$ cat config.mk
export PLATFORM = sky130hd
export DESIGN_NAME = utf16_to_utf8_encoder_top
export DESIGN_NICKNAME = d
export VERILOG_FILES = /design/src/rtl/u16u8_pkg.sv /design/src/rtl/u16u8_front.sv /design/src/rtl/u16u8_queue.sv /design/src/rtl/u16u8_back.sv /design/src/rtl/utf16_to_utf8_encoder_top.sv
export SDC_FILE = /design/constraint.sdc
export NUM_CORES = 1
export LEC_CHECK = 0
export ABC_AREA = 1
export BUFFER_PORTS_ARGS = -buffer_cell sky130_fd_sc_hd__buf_4
export CORE_UTILIZATION = 30
export DETAILED_ROUTE_END_ITERATION = 6
export SLEW_MARGIN = 10
export SYNTH_ARGS = -nofsm -noshare
export SYNTH_HDL_FRONTEND = slang
export SYNTH_HIERARCHICAL = 1
export SYNTH_SLANG_ARGS = --single-unit
$ cat constraint.sdc
create_clock -name clk_i -period 5.7 [get_ports clk_i]
set_input_delay 0.285 -clock clk_i [delete_from_list [all_inputs] [get_ports clk_i]]
set_output_delay 0.285 -clock clk_i [all_outputs]
set_load 0.02 [all_outputs]
$ cat src/rtl/u16u8_pkg.sv
// Package with shared types, constants and the UTF-8 encoding function.
`default_nettype none
package u16u8_pkg;

  localparam int unsigned QueueDepth = 2;
  localparam int unsigned MaxBytes   = 6;

  localparam logic [5:0]  HiPrefix  = 6'b110110;
  localparam logic [5:0]  LoPrefix  = 6'b110111;
  localparam logic [20:0] SuppBase  = 21'h10000;
  localparam logic [20:0] Lim1Byte  = 21'h80;
  localparam logic [20:0] Lim2Byte  = 21'h800;

  typedef logic [20:0] cp_t;

  typedef struct packed {
    logic [3:0][7:0] bytes;
    logic [2:0]      len;
  } enc_t;

  typedef struct packed {
    logic [MaxBytes-1:0][7:0] bytes;
    logic [2:0]               count;
    logic                     fin;
  } entry_t;

  function automatic enc_t encode_cp(input cp_t cp);
    enc_t r;
    r.bytes = '0;
    if (cp < Lim1Byte) begin
      r.bytes[0] = {1'b0, cp[6:0]};
      r.len      = 3'd1;
    end else if (cp < Lim2Byte) begin
      r.bytes[0] = {3'b110, cp[10:6]};
      r.bytes[1] = {2'b10, cp[5:0]};
      r.len      = 3'd2;
    end else if (cp < SuppBase) begin
      r.bytes[0] = {4'b1110, cp[15:12]};
      r.bytes[1] = {2'b10, cp[11:6]};
      r.bytes[2] = {2'b10, cp[5:0]};
      r.len      = 3'd3;
    end else begin
      r.bytes[0] = {5'b11110, cp[20:18]};
      r.bytes[1] = {2'b10, cp[17:12]};
      r.bytes[2] = {2'b10, cp[11:6]};
      r.bytes[3] = {2'b10, cp[5:0]};
      r.len      = 3'd4;
    end
    return r;
  endfunction

endpackage
`default_nettype wire

$ cat src/rtl/u16u8_front.sv
// Front end: accepts code units, pairs surrogates and builds byte groups.
`default_nettype none
module u16u8_front (
  input  wire logic              clk_i,
  input  wire logic              rst_ni,
  input  wire logic              in_valid_i,
  output logic                   in_ready_o,
  input  wire logic [15:0]       code_unit_i,
  input  wire logic              final_unit_i,
  output logic                   push_o,
  output u16u8_pkg::entry_t      entry_o,
  input  wire logic              q_ready_i
);
  import u16u8_pkg::*;

  logic       pend_valid_q, pend_valid_d;
  logic [9:0] pend_high_q, pend_high_d;
  logic       is_hi, is_lo, accept;
  enc_t       cur_enc, held_enc, pair_enc;
  entry_t     entry;

  assign is_hi   = code_unit_i[15:10] == HiPrefix;
  assign is_lo   = code_unit_i[15:10] == LoPrefix;
  assign accept  = in_valid_i && q_ready_i;

  assign cur_enc  = encode_cp({5'd0, code_unit_i});
  assign held_enc = encode_cp({5'd0, HiPrefix, pend_high_q});
  assign pair_enc = encode_cp(SuppBase + {1'b0, pend_high_q, code_unit_i[9:0]});

  always_comb begin
    entry        = '0;
    entry.fin    = final_unit_i;
    pend_valid_d = pend_valid_q;
    pend_high_d  = pend_high_q;
    if (pend_valid_q && is_lo) begin
      for (int k = 0; k < 4; k++) entry.bytes[k] = pair_enc.bytes[k];
      entry.count  = 3'd4;
      pend_valid_d = 1'b0;
    end else begin
      pend_valid_d = 1'b0;
      if (pend_valid_q) begin
        for (int k = 0; k < 3; k++) entry.bytes[k] = held_enc.bytes[k];
        entry.count = 3'd3;
      end
      if (is_hi && !final_unit_i) begin
        pend_valid_d = 1'b1;
        pend_high_d  = code_unit_i[9:0];
      end else if (pend_valid_q) begin
        for (int k = 0; k < 3; k++) entry.bytes[k+3] = cur_enc.bytes[k];
        entry.count = 3'd3 + cur_enc.len;
      end else begin
        for (int k = 0; k < 3; k++) entry.bytes[k] = cur_enc.bytes[k];
        entry.count = cur_enc.len;
      end
    end
  end

  always_ff @(posedge clk_i or negedge rst_ni) begin
    if (!rst_ni) begin
      pend_valid_q <= 1'b0;
      pend_high_q  <= '0;
    end else if (accept) begin
      pend_valid_q <= pend_valid_d;
      pend_high_q  <= pend_high_d;
    end
  end

  assign in_ready_o = q_ready_i;
  assign push_o     = accept && (entry.count != 3'd0);
  assign entry_o    = entry;

endmodule
`default_nettype wire

$ cat src/rtl/u16u8_queue.sv
// Small queue of byte groups between the front and back ends.
`default_nettype none
module u16u8_queue #(
  parameter int unsigned Depth = u16u8_pkg::QueueDepth
) (
  input  wire logic              clk_i,
  input  wire logic              rst_ni,
  input  wire logic              push_i,
  input  wire u16u8_pkg::entry_t entry_i,
  output logic                   ready_o,
  output logic                   valid_o,
  output u16u8_pkg::entry_t      entry_o,
  input  wire logic              pop_i
);
  import u16u8_pkg::*;

  localparam int unsigned PtrW = (Depth > 1) ? $clog2(Depth) : 1;
  localparam int unsigned CntW = $clog2(Depth + 1);
  localparam logic [PtrW-1:0] LastPtr = PtrW'(Depth - 1);

  entry_t          mem_q [Depth];
  logic [PtrW-1:0] wr_ptr_q, rd_ptr_q;
  logic [CntW-1:0] cnt_q;
  logic            do_push, do_pop;

  assign ready_o = cnt_q != CntW'(Depth);
  assign valid_o = cnt_q != '0;
  assign entry_o = mem_q[rd_ptr_q];
  assign do_push = push_i && ready_o;
  assign do_pop  = pop_i && valid_o;

  always_ff @(posedge clk_i) begin
    if (do_push) mem_q[wr_ptr_q] <= entry_i;
  end

  always_ff @(posedge clk_i or negedge rst_ni) begin
    if (!rst_ni) begin
      wr_ptr_q <= '0;
      rd_ptr_q <= '0;
      cnt_q    <= '0;
    end else begin
      if (do_push) wr_ptr_q <= (wr_ptr_q == LastPtr) ? '0 : wr_ptr_q + 1'b1;
      if (do_pop)  rd_ptr_q <= (rd_ptr_q == LastPtr) ? '0 : rd_ptr_q + 1'b1;
      if (do_push && !do_pop)      cnt_q <= cnt_q + 1'b1;
      else if (do_pop && !do_push) cnt_q <= cnt_q - 1'b1;
    end
  end

endmodule
`default_nettype wire

$ cat src/rtl/u16u8_back.sv
// Back end: serializes each byte group onto the output, one byte per cycle while out_ready_i is high.
`default_nettype none
module u16u8_back (
  input  wire logic              clk_i,
  input  wire logic              rst_ni,
  input  wire logic              q_valid_i,
  input  wire u16u8_pkg::entry_t q_entry_i,
  output logic                   pop_o,
  output logic                   out_valid_o,
  input  wire logic              out_ready_i,
  output logic [7:0]             out_byte_o,
  output logic                   run_last_o,
  output logic                   string_done_o
);
  import u16u8_pkg::*;

  entry_t     entry_q;
  logic       valid_q;
  logic [2:0] idx_q;
  logic       last, done_byte;

  assign last      = idx_q == (entry_q.count - 3'd1);
  assign done_byte = valid_q && out_ready_i;
  assign pop_o     = q_valid_i && (!valid_q || (done_byte && last));

  always_ff @(posedge clk_i) begin
    if (pop_o) entry_q <= q_entry_i;
  end

  always_ff @(posedge clk_i or negedge rst_ni) begin
    if (!rst_ni) begin
      valid_q <= 1'b0;
      idx_q   <= '0;
    end else if (pop_o) begin
      valid_q <= 1'b1;
      idx_q   <= '0;
    end else if (done_byte) begin
      if (last) begin
        valid_q <= 1'b0;
        idx_q   <= '0;
      end else begin
        idx_q <= idx_q + 3'd1;
      end
    end
  end

  assign out_valid_o   = valid_q;
  assign out_byte_o    = entry_q.bytes[idx_q];
  assign run_last_o    = last;
  assign string_done_o = last && entry_q.fin;

endmodule
`default_nettype wire

$ cat src/rtl/utf16_to_utf8_encoder_top.sv
// Top level of the UTF-16 to UTF-8 transcoder.
// Path: a unit's bytes are queued, then loaded into the back end's group register.
// Throughput: one output byte per cycle while out_ready_i is high, set by the back end;
// a unit gives 1 to 6 bytes (up to 4 for well-formed text), a held high surrogate none.
// Reset: asynchronous, active low; clears the held surrogate, the queue and the output.
`default_nettype none
module utf16_to_utf8_encoder_top #(
  parameter int unsigned QueueDepth = u16u8_pkg::QueueDepth
) (
  input  wire logic        clk_i,
  input  wire logic        rst_ni,
  input  wire logic        in_valid_i,
  output logic             in_ready_o,
  input  wire logic [15:0] code_unit_i,
  input  wire logic        final_unit_i,
  output logic             out_valid_o,
  input  wire logic        out_ready_i,
  output logic [7:0]       out_byte_o,
  output logic             run_last_o,
  output logic             string_done_o
);
  import u16u8_pkg::*;

  entry_t push_entry, head_entry;
  logic   push, q_ready, q_valid, pop;

  u16u8_front u_front (
    .clk_i        (clk_i),
    .rst_ni       (rst_ni),
    .in_valid_i   (in_valid_i),
    .in_ready_o   (in_ready_o),
    .code_unit_i  (code_unit_i),
    .final_unit_i (final_unit_i),
    .push_o       (push),
    .entry_o      (push_entry),
    .q_ready_i    (q_ready)
  );

  u16u8_queue #(
    .Depth (QueueDepth)
  ) u_queue (
    .clk_i   (clk_i),
    .rst_ni  (rst_ni),
    .push_i  (push),
    .entry_i (push_entry),
    .ready_o (q_ready),
    .valid_o (q_valid),
    .entry_o (head_entry),
    .pop_i   (pop)
  );

  u16u8_back u_back (
    .clk_i         (clk_i),
    .rst_ni        (rst_ni),
    .q_valid_i     (q_valid),
    .q_entry_i     (head_entry),
    .pop_o         (pop),
    .out_valid_o   (out_valid_o),
    .out_ready_i   (out_ready_i),
    .out_byte_o    (out_byte_o),
    .run_last_o    (run_last_o),
    .string_done_o (string_done_o)
  );

endmodule
`default_nettype wire

# Word-level counts from Yosys, hierarchy flattened
# Memory sizes are Yosys's and may differ from the RTL's. A register that Yosys moved wholly into a read port is not among the register bits.
# Cells that the tools add are included.
[word_totals] regBits=19 ramBits=104 inputBits=21 mem_count=1
[memory_table] memory="u_queue.mem_q" words=2 word_bits=52 read_ports=1 rd_clocked_by_memory_dff=1 write_ports=1 line="u16u8_queue.sv:21" rtl="entry_t mem_q [Depth];"
[op_classes] addsub=8 magnitude_cmp=6 eq_ne=4 mux=35 n_bitwise=1 reduce_logical=24
[ops] op="two-way mux 27 bit" count=3
[ops] op="two-way mux 24 bit" count=3
[ops] op="two-way mux 51 bit" count=1
[ops] op="two-way mux 16 bit" count=3
[ops] op="two-way mux 19 bit" count=2
[ops] op="two-way mux 35 bit" count=1
[ops] op="two-way mux 25 bit" count=1
[ops] op="binary-select mux 8 bit (select 3 bit)" count=1
[ops] op="two-way mux 8 bit" count=3
[ops] op="two-way mux 11 bit" count=2
[ops] op="adder 17 x 20 -> 21 bit (first input constant)" count=1
[ops] op="< comparator 21 x 12 -> 1 bit (second input constant)" count=1
[ops] op="< comparator 21 x 17 -> 1 bit (second input constant)" count=1
[ops] op="< comparator 21 x 8 -> 1 bit (second input constant)" count=1
[ops] op="< comparator 16 x 12 -> 1 bit (second input constant)" count=1
[ops] op="< comparator 16 x 8 -> 1 bit (second input constant)" count=1
[ops] op="equality test 6 bit (second input constant)" count=2
[ops] op="logical AND 1 bit" count=12
[ops] op="two-way mux 3 bit" count=4
[ops] op="two-way mux 1 bit" count=9
[ops] op="nonzero test 2 bit" count=4
[ops] op="logical NOT 1 bit" count=4
[ops] op="< comparator 3 x 4 -> 1 bit (second input constant)" count=1
[ops] op="two-way mux 2 bit" count=2
[ops] op="other kinds (13)" count=14

# Depth between registers and ports, before layout
# Gate-level depths: netlist of run 1.
[logic_depth] depth_word=16 ltp_mapped=17 depth_no_buf=17

# Hierarchy
# The synthesis of run 1 kept the hierarchy.
[modules_own_cells] module="u16u8_queue" instances=1 cells_per_inst=300 area_each_um2=4038.9 seq_area_each_um2=3223.1
[modules_own_cells] module="u16u8_back" instances=1 cells_per_inst=182 area_each_um2=2279.7 seq_area_each_um2=1661.6
[modules_own_cells] module="u16u8_front" instances=1 cells_per_inst=327 area_each_um2=1800.5 seq_area_each_um2=275.3

# Least setup slack after synthesis of run 1
# Ideal clock, no wire load.
[synth_timing] path_type="register to register" from="register u_back/entry_q[1] (netlist name)" to="register u_queue.cnt_q[1]" setup_time_ps=117 t_arrival_ps=4236 setup_slack_ps=1347 stages_incl_launch_ff=16 path_buffers=0 synth_period_minus_slack_ps=4353 cell_sequence="edfxtp_1 inv_1 ha_1 nand2_1 nand2_1 nor2_2 nand2_2 nand2_2 nand2_1 nor2_1 nand2_1 ha_1 inv_1 nand3_1 nand2_1 nand2_1"
[synth_via] elab_chain_len=9 word_cells_on_any_way=11
[synth_lines] element="subtractor 3 x 1 -> 3 bit (*)" line="u16u8_back.sv:22" rtl="assign last = idx_q == (entry_q.count - 3'd1);"
[synth_lines] element="equality test 3 bit (*)" line="u16u8_back.sv:22"
[synth_lines] element="logical AND 1 bit (*)" line="u16u8_back.sv:24" rtl="assign pop_o = q_valid_i && (!valid_q || (done_byte && last));"
[synth_lines] element="logical OR 1 bit (*)" line="u16u8_back.sv:24"
[synth_lines] element="logical AND 1 bit (*)" line="u16u8_back.sv:24"
[synth_lines] element="net pop" line="utf16_to_utf8_encoder_top.sv:25" rtl="logic push, q_ready, q_valid, pop;"
[synth_lines] element="logical AND 1 bit (*)" line="u16u8_queue.sv:30" rtl="assign do_pop = pop_i && valid_o;"
[synth_lines] element="logical NOT 1 bit" line="u16u8_queue.sv:44" rtl="if (do_push && !do_pop) cnt_q <= cnt_q + 1'b1;"
[synth_lines] element="logical AND 1 bit" line="u16u8_queue.sv:44"
[synth_lines] element="two-way mux 2 bit or nonzero test 2 bit (tied branches)"
[synth_lines] element="end signal, assigned" line="u16u8_queue.sv:44"
[synth_lines] element="end signal, assigned" line="u16u8_queue.sv:45" rtl="else if (do_pop && !do_push) cnt_q <= cnt_q - 1'b1;"
[synth_lines] element="end, declared" line="u16u8_queue.sv:23" rtl="logic [CntW-1:0] cnt_q;"
# The timed path passes the listed nets; every way through them passes the cells marked *.
# A chain may end at the register's enable or synchronous reset.

# Final worst setup path of run 1
[layout_timing] from="register u_back.idx_q[0]" to="register u_back/entry_q[7] (netlist name)"
[layout_via] elab_chain_len=4
[layout_lines] element="start, declared" line="u16u8_back.sv:19" rtl="logic [2:0] idx_q;"
[layout_lines] element="start signal, assigned" line="u16u8_back.sv:42" rtl="idx_q <= idx_q + 3'd1;"
[layout_lines] element="equality test 3 bit" line="u16u8_back.sv:22"
[layout_lines] element="logical AND 1 bit" line="u16u8_back.sv:24"
[layout_lines] element="logical OR 1 bit" line="u16u8_back.sv:24"
[layout_lines] element="logical AND 1 bit" line="u16u8_back.sv:24"
[layout_lines] element="net pop" line="utf16_to_utf8_encoder_top.sv:25"
# The timed path passes the listed nets, and every way through them passes these cells.

==> summary.txt, run 1 <==
fraction of registers with async set/reset: 10.9%
number of diodes: 0
WS Path Type: reg2reg
commonest non-fill, non-tap cell in the layout: nand2_1
fin crit share: 51.5%
Syn Inst Count: 809
layout cells sized above 1: 12.5%
total routed wirelength: 19700 µm
unrepaired setup endpoints after global routing: false
Final Hold Vio Count: 0
Remaining Overflow, GRT: 0
I/O pin total: 33
gr busiest metal: met2
GR Util met3: 3.28%
fmax: 341 MHz
CP most frequent cell: nand2_1
height of the die: 167 µm
clock sink total: 175
dpl ws: 2730 ps
Layout Skew: 10.8 ps
first-pass GRT wire length: 30600 µm
area leader, netlist: edfxtp_1
row count: 59
setup ws final: 2760 ps
Yosys top cell area share: 57.7%
total CTS buffers: 17
Seq/Total Area, Yosys: 63.6%
first-pass iteration count of the detailed router: 7
Worst-Skew Late Latency: 430 ps
Netlist Area Pre-Place: 0.00812 mm²
failing checks: DRC
Worst-Margin Slew: 910 ps
Die ar.: 0.0277 mm²
clk root buf: clkbuf_16
area delta synth->final: 12.8%
commonest cells after routing, fill and taps aside: nand2_1 (291), edfxtp_1 (156), o21ai_0 (66)
final slew viol count: 0
Static Leakage: 0.00368 µW
antenna violations before repair: 0
# nets final: 857
syn avg cell area: 10.0 µm²
Post-DRT Antenna Nets: 0
worst-path fanout max: 38
outcome: finished with violations
drt wl/cell: 16.7 µm
core area: 0.0263 mm²
placer congestion estimate: 0.946
post_cts resized: 0
clk slew on worst S/H paths: 60 ps
grt met2 use: 22.8%
Max rail drop VDD: 0.227 mV
post-DR vias/cell: 4.78
max cap viols: 0
DR vias: 5625
synth top area cells: edfxtp_1 (58%), nand2_1 (13%), dfrtp_1 (5.9%), o21ai_0 (4.1%), nor2_1 (2.6%)
vias in the first global route: 5272
largest net degree at the start of global routing: 55
CP Cell Sequence: inv_4 -> nand2_1 -> nand2_1 -> nor2_2 -> nand2_2 -> nand2_2 -> nand2_1 -> nor2_4 -> buf_4
crit-path max cell delay: 870 ps
Post-synth EDFFs: 156
CP max-delay cell: dfrtp_1
Yosys warning total: 6
Setup violations, final: 0
minimum clock period: 2940 ps
DP Wirelength: 13700 µm
CTS tree: done
crit-path leading delay family: simple AND/OR/NAND/NOR gates
Port Buf Inserts: 32
setup bufs post-CTS: 0
worst-case clock buffer depth: 2
worst hold path class: in2reg
pwr/cell area: 458 mW/mm²
Synth Register Bits: 175
WP data required: 5770 ps
GR Util All Layers: 14.7%
CP arrival: 3000 ps
Worst setup EP type: register
DRT iter0 DRCs: 548
Most used DFF post-synth: edfxtp_1
Slew headroom: 39.1%
total DRC errors in the routed layout: 2
Initial Util: 30.9%
library cells used by synthesis: 42
crit path launch type: register
Buf/Inv on CP: 2
chip width: 167 µm
met1 Resource Use GR: 20.1%
H-tree Lvls: 4
TNS Setup: 0 ps
-- synthesized netlist by cell type, types with 2 or more instances --
master / number
o21bai_1: 2
dfrtp_1: 19
buf_4: 16
nor3_1: 5
o22ai_1: 16
edfxtp_1: 156
inv_1: 51
nand2_4: 2
o211ai_1: 2
inv_2: 10
o21ai_1: 15
a22oi_1: 3
nor2_4: 2
buf_2: 5
clkbuf_1: 6
buf_6: 9
nand2_1: 291
a21oi_1: 7
nor2_1: 56
nand4_1: 6
nand3_2: 2
xor2_1: 2
nand3_1: 28
ha_1: 4
o21ai_0: 66
nor2_2: 5
nand2_2: 8
-- timing repair --
action	in CTS	in global routing
endpoints found under the hold margin	19	0
hold buffers	1	0
setup endpoints to repair	0	0
-- worst reg2reg max path: cells and delay by family, from the launching register on --
kind | cells | cell delay, ps
buf+inv | 2 | 760
simple gates | 7 | 930
flops | 1 | 870
-- per-stage QoR --
stage	instances	instance area [µm²]	hold WS [ps]	util, %	total power (µW)
floorplan	812	8130	-10.6	-	2750
global placement	1147	8570	211	32.6	3080
detailed placement	1147	8570	210	32.6	3100
CTS	1178	9160	46.4	34.9	4250
global route	1178	9160	47.6	34.9	4430
finish	1178	9160	66.8	34.9	4190
-- power by group --
group / internal, µW / switching [µW] / total [µW]
Clock: 683 / 457 / 1140
Combinational: 331 / 834 / 1160
Sequential: 1770 / 122 / 1890
-- layout make-up --
class | instances | area [µm²]
clock buffer | 19 | 433
clock inverter | 11 | 141
fill | 2659 | 17100
inverter | 63 | 244
multi-input combinational | 538 | 2480
sequential | 175 | 5160
tap | 335 | 419
timing repair buffer | 37 | 280
-- cells by family after synthesis --
group,share of synthesized area (%)
buf+inv,6.32
fa+ha+maj,0.616
other cells,0.0462
flops,63.6
compound gates,8.01
xor+xnor,0.324
simple gates,21.1
-- per-layer routing --
| layer | routed length, µm | share of wire, % |
|---|---|---|
| met1 | 8970 | 45 |
| met3 | 1190 | 6.0 |
| met2 | 9200 | 47 |
| met4 | 354 | 1.8 |
| met5 | 0 | 0 |
-- path summary, 6_finish.rpt --
path | start | to | slack, ps | cells after the start
max | u_back/idx_q[0]$_DFFE_PN0P_ | u_back/entry_q[7]$_DFFE_PN_ | 2760 | 9
max in group asynchronous | rst_ni | u_queue/rd_ptr_q$_DFFE_PN0P_ | 5150 | 2
min | final_unit_i | u_queue/mem_q[1][0]$_DFFE_PP_ | 70 | 1
min reg2reg | u_queue/cnt_q[0]$_DFFE_PN0P_ | u_queue/cnt_q[0]$_DFFE_PN0P_ | 500 | 1
max reg2reg | u_back/idx_q[0]$_DFFE_PN0P_ | u_back/entry_q[7]$_DFFE_PN_ | 2760 | 9
min in group asynchronous | rst_ni | u_queue/cnt_q[1]$_DFFE_PN0P_ | 300 | 2
-- flip-flops by register name, summed over array words and instances (netlist names) --
name / flops
u_queue/mem_q: 104
u_back/entry_q: 52
u_front/pend_high_q: 10
u_back/idx_q: 3
u_queue/cnt_q: 2
u_back/out_valid_o: 1
u_front/pend_valid_q: 1
u_queue/rd_ptr_q: 1
u_queue/wr_ptr_q: 1
(Power assumes the default switching activity.)
==> run 2, diff against run 1 <==
==> constraint.sdc (replaced) <==
create_clock -name clk_i -period 2.6 [get_ports clk_i]
set_input_delay 0.13 -clock clk_i [delete_from_list [all_inputs] [get_ports clk_i]]
set_output_delay 0.13 -clock clk_i [all_outputs]
set_load 0.02 [all_outputs]
==> run 2 against run 1 <==
- the flow still finishes with violations (DRC)
- non-clock buffer count increased by 14
- power increased by 120%
- worst hold slack got worse by 32 ps
- clock skew increased by 2.0 ps
- critical path depth unchanged
- flip-flop and latch count unchanged
- die area unchanged
- largest power group unchanged
==> summary.txt, run 2 (synthesized netlist as in run 1, its figures left out) <==
Final Cell Area: 0.00929 mm² (+1.5%)
first-pass GRT wire length: 31800 µm (+3.8%)
Port Buf Inserts: 32 (unchanged)
crit-path max cell delay: 470 ps (-400 ps)
Max rail drop VDD: 0.445 mV (+96%)
Static Leakage: 0.00374 µW (+1.7%)
fmax: 442 MHz (+30%)
Layout Utilization: 35.4% (+0.51 points)
Setup violations, final: 0 (unchanged)
vias in the first global route: 5432 (+3.0%)
Worst setup EP type: register
Largest regs: u_queue/mem_q (104), u_back/entry_q (52), u_front/pend_high_q (10)
max cap viols: 0 (unchanged)
# placed instances: 1159 (+1.0%)
core area: 0.0263 mm² (unchanged)
Die ar.: 0.0277 mm² (unchanged)
Largest register FFs: 104 (unchanged)
final slew viol count: 0 (unchanged)
row count: 59 (unchanged)
CTS tree: done
Final Hold Vio Count: 0 (unchanged)
largest net degree at the start of global routing: 54 (-1.8%)
fin crit share: 87.0% (+36 points)
pwr/cell area: 985 mW/mm² (+120%)
area delta synth->final: 14.5%
drt wl/cell: 16.9 µm (+1.1%)
CP Cell Sequence: ha_1 -> inv_1 -> nand2_1 -> nor2_8 -> nand2_4 -> nor2_4 -> inv_2 -> nand2_2 -> o21ai_0
I/O pin total: 33 (unchanged)
antenna violations before repair: 0 (unchanged)
crit-path leading delay family: simple AND/OR/NAND/NOR gates
Post-DRT Antenna Nets: 0 (unchanged)
unrepaired setup endpoints after global routing: false
worst-path fanout max: 12 (-68%)
clk slew on worst S/H paths: 70 ps (about the same)
Initial Util: 30.9% (unchanged)
first-pass iteration count of the detailed router: 7 (unchanged)
Comb pwr share: 30.1% (+2.3 points)
worst hold path class: in2reg
Top reg by flops: u_queue/mem_q
post-DR vias/cell: 4.78 (about the same)
chip width: 167 µm (unchanged)
crit path launch type: register
DR vias: 5703 (+1.4%)
sequential power share: 44.5% (-0.6 points)
dpl ws: 367 ps (-2360 ps)
CP arrival: 2420 ps (-580 ps)
Net Sw Frac: 35.2% (+1.5 points)
layout cells sized above 1: 14.7% (+2.2 points)
Worst-Skew Late Latency: 430 ps (about the same)
Layout Skew: 12.8 ps (+2.05 ps)
outcome: finished with violations
P_sw: 3220 µW (+130%)
Layout fillers: 2651 (-0.30%)
height of the die: 167 µm (unchanged)
DRT iter0 DRCs: 547 (-0.18%)
DP Wirelength: 14100 µm (+3.1%)
H-tree Lvls: 4 (unchanged)
WP data required: 2750 ps (-3020 ps)
Clock Power Share: 25.5% (-1.7 points)
worst-case clock buffer depth: 2 (unchanged)
commonest cells after routing, fill and taps aside: nand2_1 (289), edfxtp_1 (156), o21ai_0 (66)
# nets final: 871 (+1.6%)
total CTS buffers: 17 (unchanged)
Buf/Inv on CP: 2 (unchanged)
internal power: 5930 µW (+110%)
Post-Layout Cell Count: 1194 (+1.4%)
placer congestion estimate: 0.974 (+3.0%)
GR Util All Layers: 15.2% (+0.59 points)
failing checks: DRC
Slew headroom: 57.0% (+18 points)
total DRC errors in the routed layout: 1 (-1)
WS Path Type: reg2reg
setup ws final: 337 ps (-2430 ps)
commonest non-fill, non-tap cell in the layout: nand2_1
CP max-delay cell: dfrtp_1
number of diodes: 0 (unchanged)
Worst-Margin Slew: 645 ps (-265 ps)
placed standard-cell area: 0.00872 mm² (+1.8%)
Tot Pwr: 9150 µW (+120%)
clock sink total: 175 (unchanged)
Remaining Overflow, GRT: 0 (unchanged)
clk root buf: clkbuf_16
total routed wirelength: 20200 µm (+2.5%)
minimum clock period: 2260 ps (-673 ps)
[run 2: layout make-up]
| class | count | area (µm²) | share of cell area (%) |
|---|---|---|---|
| Tap cell | 335 | 419 | 4.51 |
| Clock inverter | 15 | 114 | 1.23 |
| Timing Repair Buffer | 51 | 428 | 4.60 |
| Inverter | 63 | 244 | 2.63 |
| Sequential cell | 175 | 5160 | 55.5 |
| Multi-Input combinational cell | 538 | 2500 | 26.9 |
| Clock buffer | 17 | 425 | 4.58 |
[run 2: metrics by stage]
step                      setup TNS, ps  hold WS, ps
after detailed placement              0         36.6
after floorplan                    -113         -166
after global routing                  0         42.7
after CTS                             0         13.5
final                                 0         34.5
after global placement                0         34.8
[run 2: tightest hold or removal path, cell delays in order]
cell	delay, ps
buf_4	90
nand2_1	50
inv_1	70
o21ai_0	70
[run 2: path summary, 6_finish.rpt]
check / startpoint / to / slack (ps) / cells past startpoint
setup reg to reg: u_front/pend_high_q[6]$_DFFE_PN0P_ / u_queue/mem_q[1][27]$_DFFE_PP_ / 340 / 9
min in group asynchronous: rst_ni / u_front/pend_high_q[2]$_DFFE_PN0P_ / 130 / 2
setup / recovery: u_front/pend_high_q[6]$_DFFE_PN0P_ / u_queue/mem_q[1][27]$_DFFE_PP_ / 340 / 9
hold reg to reg: u_queue/cnt_q[0]$_DFFE_PN0P_ / u_queue/cnt_q[0]$_DFFE_PN0P_ / 500 / 1
hold / removal: in_valid_i / u_front/pend_valid_q$_DFFE_PN0P_ / 30 / 4
max in group asynchronous: rst_ni / u_queue/rd_ptr_q$_DFFE_PN0P_ / 2220 / 2
[run 2: repair_timing]
item	4_1_cts	5_1_grt
gates resized for setup	0	0
hold endpoints to repair	22	0
buffers inserted	0	0
hold buffers	3	0
endpoints found under the setup margin	0	0
[run 2: routing by layer]
layer	GRT usage, %	routed length [µm]	part of all wire [%]
met2	23.7	9280	46
met5	0	0	0
met4	5.92	427	2.1
met1	20.6	9350	46
met3	3.54	1140	5.6
[run 2: power groups by stage]
stage          Combinational [µW]  Sequential, µW  Clock (µW)
2_1_floorplan                1970            4080           0
3_3_place_gp                 2770            4120           0
3_5_place_dp                 2800            4130           0
4_1_cts                      2800            4070        2390
5_1_grt                      3110            4120        2500
6_report                     2750            4070        2330
